[src/hdl/rlpf_pkg.sv]
// Shared types, constants and configuration defaults for the RGB LED PWM flash controller.
package rlpf_pkg;

  // Channel count and top PWM level
  localparam int CHANNELS  = 3;
  localparam int LEVEL_MAX = 19;

  // Channel assignment of the two flash patterns
  localparam int CH_RED   = 0;
  localparam int CH_GREEN = 1;

  // PWM counter runs 0..LEVEL_MAX+1
  localparam int CNT_W = $clog2(LEVEL_MAX + 2);
  // Pin vector padded so the three LED pins always exist
  localparam int PIN_W = (CHANNELS > 3) ? CHANNELS : 3;

  // Phase time width and saturation value
  localparam int TIME_W   = 18;
  localparam int TIME_SAT = (1 << TIME_W) - 1;

  typedef logic [CNT_W-1:0]  cnt_t;
  typedef logic [TIME_W-1:0] ptime_t;

  // Configuration register indexes
  typedef enum logic [2:0] {
    CFG_FLASH_LEVEL   = 3'd0,
    CFG_FLASH_COUNT   = 3'd1,
    CFG_ON_TIME_MS    = 3'd2,
    CFG_OFF_TIME_MS   = 3'd3,
    CFG_GAP_NORMAL_MS = 3'd4,
    CFG_GAP_ERROR_MS  = 3'd5,
    CFG_TASK_PERIOD   = 3'd6
  } cfg_idx_t;

  // Reset values of the configuration registers
  localparam logic [4:0]  RST_FLASH_LEVEL   = 5'd19;
  localparam logic [7:0]  RST_FLASH_COUNT   = 8'd1;
  localparam logic [15:0] RST_ON_TIME_MS    = 16'd100;
  localparam logic [15:0] RST_OFF_TIME_MS   = 16'd100;
  localparam logic [15:0] RST_GAP_NORMAL_MS = 16'd2500;
  localparam logic [15:0] RST_GAP_ERROR_MS  = 16'd500;
  localparam logic [7:0]  RST_TASK_PERIOD   = 8'd50;

  // Current configuration as seen by the pattern core
  typedef struct packed {
    logic [4:0]  flash_level;
    logic [7:0]  flash_count;
    logic [15:0] on_time_ms;
    logic [15:0] off_time_ms;
    logic [15:0] gap_normal_ms;
    logic [15:0] gap_error_ms;
    logic [7:0]  task_period;
  } rlpf_cfg_t;

  // One result item
  typedef struct packed {
    logic red_on;
    logic green_on;
    logic blue_on;
    logic pattern_done;
  } rlpf_res_t;

  // Core status toward the top level
  typedef struct packed {
    logic task_step;
    logic mode_clear;
  } rlpf_stat_t;

endpackage

[src/hdl/rlpf_cfg.sv]
// Configuration register file of the RGB LED PWM flash controller.
module rlpf_cfg
  import rlpf_pkg::*;
(
  input  logic        clk,
  input  logic        rst_n,
  input  logic        wr_en,
  input  logic [2:0]  wr_index,
  input  logic [15:0] wr_data,
  output rlpf_cfg_t   cfg
);

  rlpf_cfg_t cfg_r;
  rlpf_cfg_t cfg_nxt;

  // Decode the write into the addressed register
  always_comb begin
    cfg_nxt = cfg_r;
    if (wr_en) begin
      case (cfg_idx_t'(wr_index))
        CFG_FLASH_LEVEL:   cfg_nxt.flash_level   = wr_data[4:0];
        CFG_FLASH_COUNT:   cfg_nxt.flash_count   = wr_data[7:0];
        CFG_ON_TIME_MS:    cfg_nxt.on_time_ms    = wr_data;
        CFG_OFF_TIME_MS:   cfg_nxt.off_time_ms   = wr_data;
        CFG_GAP_NORMAL_MS: cfg_nxt.gap_normal_ms = wr_data;
        CFG_GAP_ERROR_MS:  cfg_nxt.gap_error_ms  = wr_data;
        CFG_TASK_PERIOD:   cfg_nxt.task_period   = wr_data[7:0];
        default:           cfg_nxt = cfg_r;
      endcase
    end
  end

  // Hold the registers, load defaults on reset
  always_ff @(posedge clk) begin
    if (!rst_n) begin
      cfg_r.flash_level   <= RST_FLASH_LEVEL;
      cfg_r.flash_count   <= RST_FLASH_COUNT;
      cfg_r.on_time_ms    <= RST_ON_TIME_MS;
      cfg_r.off_time_ms   <= RST_OFF_TIME_MS;
      cfg_r.gap_normal_ms <= RST_GAP_NORMAL_MS;
      cfg_r.gap_error_ms  <= RST_GAP_ERROR_MS;
      cfg_r.task_period   <= RST_TASK_PERIOD;
    end else begin
      cfg_r <= cfg_nxt;
    end
  end

  assign cfg = cfg_r;

endmodule

[src/hdl/rlpf_core.sv]
// Pattern state and per-tick update logic: PWM counters, task divider, flash sequencer.
module rlpf_core
  import rlpf_pkg::*;
(
  input  logic       clk,
  input  logic       rst_n,
  input  logic       step,
  input  logic       error_flag,
  input  rlpf_cfg_t  cfg,
  output rlpf_res_t  res,
  output rlpf_stat_t stat
);

  cnt_t        pwm_r      [CHANNELS];
  cnt_t        pwm_nxt    [CHANNELS];
  cnt_t        level_r    [CHANNELS];
  cnt_t        level_nxt  [CHANNELS];
  ptime_t      phase_r    [CHANNELS];
  ptime_t      phase_nxt  [CHANNELS];
  logic [7:0]  flashes_r  [CHANNELS];
  logic [7:0]  flashes_nxt[CHANNELS];
  logic [7:0]  tick_r;
  logic [7:0]  tick_nxt;
  logic        cur_mode_r;
  logic        cur_mode_nxt;
  logic        prev_mode_r;
  logic        prev_mode_nxt;

  logic [PIN_W-1:0] pins;
  logic             task_w;
  logic             clr;
  logic             done;
  logic [7:0]       eff_period;
  cnt_t             lvl_sat;
  logic [15:0]      gap;
  logic [16:0]      on_off;
  logic [8:0]       tick_sum;

  // Task period zero acts as one
  assign eff_period = (cfg.task_period == 8'd0) ? 8'd1 : cfg.task_period;
  assign lvl_sat    = (int'(cfg.flash_level) > LEVEL_MAX) ? cnt_t'(LEVEL_MAX)
                                                           : cnt_t'(cfg.flash_level);
  assign gap        = error_flag ? cfg.gap_error_ms : cfg.gap_normal_ms;
  assign on_off     = {1'b0, cfg.on_time_ms} + {1'b0, cfg.off_time_ms};
  assign task_w     = (tick_r == 8'd0);
  assign clr        = task_w && (cur_mode_r != prev_mode_r);
  assign tick_sum   = {1'b0, tick_r} + 9'd1;

  // Advance every channel: pins from the old levels, then the task step
  always_comb begin
    cnt_t                lvl_b;
    ptime_t              t;
    logic [7:0]          fd;
    logic [TIME_W:0]     t_sum;
    logic                is_tgt;
    pins = '0;
    done = 1'b0;
    for (int i = 0; i < CHANNELS; i++) begin
      pins[i]    = (pwm_r[i] < level_r[i]);
      pwm_nxt[i] = (int'(pwm_r[i]) > LEVEL_MAX) ? '0 : pwm_r[i] + cnt_t'(1);

      lvl_b  = clr ? '0 : level_r[i];
      t      = clr ? '0 : phase_r[i];
      fd     = clr ? '0 : flashes_r[i];
      is_tgt = error_flag ? (i == CH_RED) : (i == CH_GREEN);

      if (is_tgt) begin
        if (fd < cfg.flash_count) begin
          if (t < {{(TIME_W-16){1'b0}}, cfg.on_time_ms}) begin
            lvl_b = lvl_sat;
          end else if (t < {{(TIME_W-17){1'b0}}, on_off}) begin
            lvl_b = '0;
          end else begin
            t  = '0;
            fd = fd + 8'd1;
          end
        end else begin
          if (t < {{(TIME_W-16){1'b0}}, gap}) begin
            lvl_b = '0;
          end else begin
            t    = '0;
            fd   = '0;
            done = task_w;
          end
        end
        // Add elapsed time, saturate
        t_sum = {1'b0, t} + (TIME_W+1)'(eff_period);
        t     = (t_sum > (TIME_W+1)'(TIME_SAT)) ? ptime_t'(TIME_SAT) : t_sum[TIME_W-1:0];
      end else begin
        t_sum = '0;
        lvl_b = '0;
      end

      level_nxt[i]   = task_w ? lvl_b : level_r[i];
      phase_nxt[i]   = task_w ? t     : phase_r[i];
      flashes_nxt[i] = task_w ? fd    : flashes_r[i];
    end
  end

  // Mode tracking and task divider
  always_comb begin
    prev_mode_nxt = clr ? cur_mode_r : prev_mode_r;
    cur_mode_nxt  = task_w ? error_flag : cur_mode_r;
    tick_nxt      = (tick_sum >= {1'b0, eff_period}) ? 8'd0 : tick_sum[7:0];
  end

  // Commit the state when an item passes through
  always_ff @(posedge clk) begin
    if (!rst_n) begin
      for (int i = 0; i < CHANNELS; i++) begin
        pwm_r[i]     <= '0;
        level_r[i]   <= '0;
        phase_r[i]   <= '0;
        flashes_r[i] <= '0;
      end
      tick_r      <= '0;
      cur_mode_r  <= 1'b0;
      prev_mode_r <= 1'b0;
    end else if (step) begin
      for (int i = 0; i < CHANNELS; i++) begin
        pwm_r[i]     <= pwm_nxt[i];
        level_r[i]   <= level_nxt[i];
        phase_r[i]   <= phase_nxt[i];
        flashes_r[i] <= flashes_nxt[i];
      end
      tick_r      <= tick_nxt;
      cur_mode_r  <= cur_mode_nxt;
      prev_mode_r <= prev_mode_nxt;
    end
  end

  assign res.red_on       = pins[0];
  assign res.green_on     = pins[1];
  assign res.blue_on      = pins[2];
  assign res.pattern_done = done;

  assign stat.task_step  = task_w;
  assign stat.mode_clear = clr;

endmodule

[src/hdl/rgb_led_pwm_flash_controller.sv]
// Top level of the RGB LED PWM flash controller: handshake, input and result registers.
// One input item is one 1 ms tick and yields one result item. The block takes one item per
// clock cycle while in_stall is low: an item sits in the input register while the PWM
// compares, the task divider and the flash sequencer (a handful of counter adds and
// compares) update. Its result is loaded into the result register when that register is
// free or being drained, and out_valid rises with the load. While out_stall is high the
// result register holds its item and the input register can take one more; in_stall rises
// once both are full. Configuration writes are taken in every cycle (cfg_ready is always
// high) and apply to every item that leaves the input register after the write, so write
// only while no item is in flight. Pins show the levels from before the tick's own task
// step; pattern_done is set only on ticks that run a task step and end a gap.
module rgb_led_pwm_flash_controller
  import rlpf_pkg::*;
(
  input  logic        clk,
  input  logic        rst_n,
  input  logic        in_valid,
  output logic        in_stall,
  input  logic        in_error_flag,
  output logic        out_valid,
  input  logic        out_stall,
  output logic        out_red_on,
  output logic        out_green_on,
  output logic        out_blue_on,
  output logic        out_pattern_done,
  input  logic        cfg_valid,
  output logic        cfg_ready,
  input  logic [2:0]  cfg_index,
  input  logic [15:0] cfg_data
);

  rlpf_cfg_t  cfg;
  rlpf_res_t  res;
  rlpf_stat_t stat;

  logic      s1_valid_r;
  logic      s1_valid_nxt;
  logic      s1_flag_r;
  logic      out_valid_r;
  logic      out_valid_nxt;
  rlpf_res_t out_r;
  logic      advance;
  logic      in_acc;

  // Configuration registers
  assign cfg_ready = 1'b1;

  rlpf_cfg u_cfg (
    .clk      (clk),
    .rst_n    (rst_n),
    .wr_en    (cfg_valid && cfg_ready),
    .wr_index (cfg_index),
    .wr_data  (cfg_data),
    .cfg      (cfg)
  );

  // Pattern core
  rlpf_core u_core (
    .clk        (clk),
    .rst_n      (rst_n),
    .step       (advance),
    .error_flag (s1_flag_r),
    .cfg        (cfg),
    .res        (res),
    .stat       (stat)
  );

  // Move the item forward when the result register is free or being drained
  assign advance  = s1_valid_r && (!out_valid_r || !out_stall);
  assign in_stall = s1_valid_r && !advance;
  assign in_acc   = in_valid && !in_stall;

  always_comb begin
    s1_valid_nxt  = in_acc ? 1'b1 : (advance ? 1'b0 : s1_valid_r);
    out_valid_nxt = advance ? 1'b1 : (out_stall ? out_valid_r : 1'b0);
  end

  // Valid flags
  always_ff @(posedge clk) begin
    if (!rst_n) begin
      s1_valid_r  <= 1'b0;
      out_valid_r <= 1'b0;
    end else begin
      s1_valid_r  <= s1_valid_nxt;
      out_valid_r <= out_valid_nxt;
    end
  end

  // Payload registers
  always_ff @(posedge clk) begin
    if (in_acc) begin
      s1_flag_r <= in_error_flag;
    end
    if (advance) begin
      out_r <= res;
    end
  end

  assign out_valid        = out_valid_r;
  assign out_red_on       = out_r.red_on;
  assign out_green_on     = out_r.green_on;
  assign out_blue_on      = out_r.blue_on;
  assign out_pattern_done = out_r.pattern_done;

`ifndef SYNTHESIS
  // Accepted item lands in the input register
  a_accept_lands: assert property (@(posedge clk) disable iff (!rst_n)
    in_acc |=> s1_valid_r)
    else $error("accepted item missing from input register");

  // A held item keeps its flag
  a_hold_flag: assert property (@(posedge clk) disable iff (!rst_n)
    (s1_valid_r && !advance) |=> (s1_valid_r && $stable(s1_flag_r)))
    else $error("held item lost or changed");

  // pattern_done only on task steps
  a_done_task: assert property (@(posedge clk) disable iff (!rst_n)
    (advance && !stat.task_step) |=> !out_pattern_done)
    else $error("pattern_done without task step");

  // Mode clear only happens in a task step
  a_clear_task: assert property (@(posedge clk) disable iff (!rst_n)
    stat.mode_clear |-> stat.task_step)
    else $error("mode clear outside task step");
`endif

endmodule

[config.mk]
export PLATFORM = sky130hd
export DESIGN_NAME = rgb_led_pwm_flash_controller
export DESIGN_NICKNAME = d
export VERILOG_FILES = /design/src/hdl/rlpf_pkg.sv /design/src/hdl/rlpf_cfg.sv /design/src/hdl/rlpf_core.sv /design/src/hdl/rgb_led_pwm_flash_controller.sv
export SDC_FILE = /design/constraint.sdc
export NUM_CORES = 1
export LEC_CHECK = 0
export ABC_AREA = 1
export BUFFER_PORTS_ARGS = -buffer_cell sky130_fd_sc_hd__buf_2
export CAP_MARGIN = 20
export CORE_ASPECT_RATIO = 1.25
export CORE_MARGIN = 2
export CORE_UTILIZATION = 40
export CTS_BUF_LIST = sky130_fd_sc_hd__clkbuf_16
export CTS_CLUSTER_DIAMETER = 150
export DETAILED_ROUTE_END_ITERATION = 8
export PLACE_DENSITY_LB_ADDON = 0.25
export SYNTH_ARGS = -nofsm -noshare
export SYNTH_HDL_FRONTEND = slang
export SYNTH_SLANG_ARGS = --single-unit
export TNS_END_PERCENT = 100
[constraint.sdc]
create_clock -name clk -period 7.4 [get_ports clk]
set_clock_uncertainty 0.1 [all_clocks]
set_input_delay 1.48 -clock clk [delete_from_list [all_inputs] [get_ports clk]]
set_output_delay 1.48 -clock clk [all_outputs]
set_load 0.01 [all_outputs]
==> metrics.txt <==
Adder-Cell Fraction of Synth Area=15.8%; max-slew violation count=0; DRT Pass-1 Iters=5; setup bufs post-CTS=0; drt drc=0; Setup Crit Path Kind=flop to flop; TritonCTS clock tree=done; min cycle time layout=6260 ps; initial antenna violation count=0; Worst EP arrival=6370 ps; sequential fraction of the synthesis area=32.5%; Die X=165 µm; Final Cycle Share=84.6%; global placement routability congestion=0.902; diode count=0; Startpoint Class=flop; slowest stage delay, CP=370 ps; post-route ant nets=0; TritonCTS buffer count=17; Tot Pwr=2860 µW; final WL=35.8 mm; ys async rst share=0%; top cells by area, synth=edfxtp_1, ha_1, dfxtp_1; number of flops mapped to enable cells by yosys=76; CP max-delay cell=dfxtp_1; worst-path fanout max=16; H-tree depth=4; Tot GR Track Use=22.0%; RSZ-0062 raised after global routing=false; synthesized area per cell=7.41 µm²; Hold-fix buffers, CTS=0; max-cap violation count=0; layout cells sized above 1=7.57%; detailed placement HPWL=27.2 mm; Yosys Warn Count=0; CTS resizes=0; Most Frequent Cell on Critical Path=nand2_1; share of the synthesized area in the top cell type=17.5%; Cell Pwr Density=202 nW/µm²; Max Clock Freq=160 MHz; Root Buffer=clkbuf_16; Worst-Margin Slew=1100 ps; number of global-route vias before repair=11.3k; complex-gate fraction of the synthesized area=14.3%; largest family of logic cells by synthesized area=simple AND/OR/NAND/NOR gates; Hold WC Path Type=flop to flop; post-synthesis cell type count=53; Synth Area in Simple Gates=24.9%; Mapped Nets=1,945; core box area=32,000 µm²; Syn-to-layout area delta=8.87%; via/cell ratio=5.29; Rows=73; CP Data Required Time=7510 ps; Worst VDD drop=0.000139 V; post-synthesis register bit count=173; Avg WL per Cell=16.3 µm; final net count=1,958; clock buffer depth=2; Cells after Synth=1,757; Die Y-Extent=206 µm; Clock Latency Late Sink=460 ps; top cell type by total area after synthesis=edfxtp_1; largest net degree at the start of global routing=89; mux contribution to synthesized area=1.08%; total die area=34,000 µm²; initial core utilization=40.7%; GRT overflow=0; clock-pin slew on the worst setup and hold paths=70 ps; P_leak=0.00678 µW; crit end category=flop; I/O pins=32; setup_tns=0 ps; Final Hold Fails=0; xor-xnor portion of the synthesized cell area=2.96%; Initial DRC Count=687; first-pass GRT wire length=57.8 mm; headroom to the max-slew limit=26.9%; via count=11.6k; Port-buffer cells=29; count of clock tree sinks=173; Final Setup Violations=0; predominant post-synthesis flop cell=dfxtp_1; result of the run=finished clean; Netlist Area Pre-Place=13,000 µm²
worst max-delay path, delay by kind of cell, from the launching register on:
family / cells / cell delay, ps
AOI/OAI and AO/OA: 11 / 1760
adders and majority gates: 4 / 1040
buffers and inverters: 2 / 130
DFF: 1 / 370
and+or+nand+nor: 26 / 2600
area by class of cell:
class / instances / area, µm²
Inverter: 227 / 852
Timing Repair Buffer: 47 / 280
Clock buffer: 17 / 425
Sequential cell: 173 / 4220
Multi-Input combinational cell: 1304 / 7720
Fill cell: 3266 / 17800
Tap cell: 412 / 515
Clock inverter: 15 / 153
cells in the mapped netlist, types with 4 or more instances:
library cell and instances:
xor2_1 33, a21o_1 7, nor3_1 20, o21bai_1 9
nand2_2 13, nand3_1 107, edfxtp_1 76, o211ai_1 10
ha_1 160, a21oi_1 115, mux2i_1 14, o21ai_1 11
inv_2 11, nand2_4 4, dfxtp_1 97, buf_2 5
nor2_2 5, nand3_2 5, clkbuf_1 40, nand2_1 378
nor2_1 187, o21ai_2 4, a32oi_1 4, nand4_1 15
clkinv_1 4, o22ai_1 34, o21ai_0 114, nor2_4 8
inv_1 212, o21a_1 4, xnor2_1 11
metal layers:
metal | part of all wire, % | vias to the layer above | GRT usage (%)
li1 | - | 5889 | -
met1 | 44 | 5407 | 26.6
met2 | 50 | 243 | 38.8
met3 | 3.3 | 70 | 2.84
met4 | 3.5 | 0 | 9.48
met5 | 0 | - | 0
final timing paths:
| path | endpoint | cells past startpoint | slack (ps) | startpoint |
|---|---|---|---|---|
| max | u_core.phase_r[0][13] | 43 | 1140 | u_cfg.cfg[56] |
| min | u_cfg.cfg[22] | 2 | 360 | u_cfg.cfg[22] |
| max reg2reg | u_core.phase_r[0][13] | 43 | 1140 | u_cfg.cfg[56] |
| min reg2reg | u_cfg.cfg[22] | 2 | 360 | u_cfg.cfg[22] |
registers in the layout, summed over array words and instances, names as in the netlist:
signal	flops
out_green_on	1
out_pattern_done	1
out_red_on	1
out_valid	1
s1_flag_r	1
s1_valid_r	1
u_cfg.cfg	85
u_core.cur_mode_r	1
u_core.flashes_r	16
u_core.level_r	10
u_core.phase_r	36
u_core.prev_mode_r	1
u_core.pwm_r	10
u_core.tick_r	8
layout by cell type, fill, tap and decap left out, types with 29 or more instances in the layout:
| cell | instances |
|---|---|
| a21oi_1 | 115 |
| buf_2 | 29 |
| dfxtp_1 | 97 |
| edfxtp_1 | 76 |
| ha_1 | 160 |
| inv_1 | 212 |
| nand2_1 | 378 |
| nand3_1 | 107 |
| nor2_1 | 187 |
| o21ai_0 | 113 |
| o22ai_1 | 34 |
| xor2_1 | 33 |
cell families after synthesis:
kind of cell               after synthesis
buffers and inverters                  280
xor gates and xnor gates                44
muxes                                   14
adders and majority gates              163
DFF                                    173
other                                    2
AOI/OAI and AO/OA                      330
and+or+nand+nor                        751
through the flow:
| step | std cells | hold slack, ps | util [%] | worst slack (ps) | cell area [µm²] |
|---|---|---|---|---|---|
| after floorplan | 1757 | 328 | - | 402 | 13000 |
| after global placement | 2163 | 337 | 42.5 | 1410 | 13600 |
| after detailed placement | 2163 | 342 | 42.5 | 1250 | 13600 |
| after CTS | 2195 | 362 | 44.3 | 1200 | 14200 |
| after global routing | 2195 | 388 | 44.3 | 377 | 14200 |
| final | 2195 | 360 | 44.3 | 1140 | 14200 |
report_power, final:
part           internal (µW)  switching, µW  total, µW  leakage (µW)
registers               1050           31.3       1080       0.00159
clock network            448            457        905      0.000284
logic                    282            594        876       0.00491
total                   1780           1080       2860       0.00678
No activity file was read; power rests on OpenSTA's default activity.
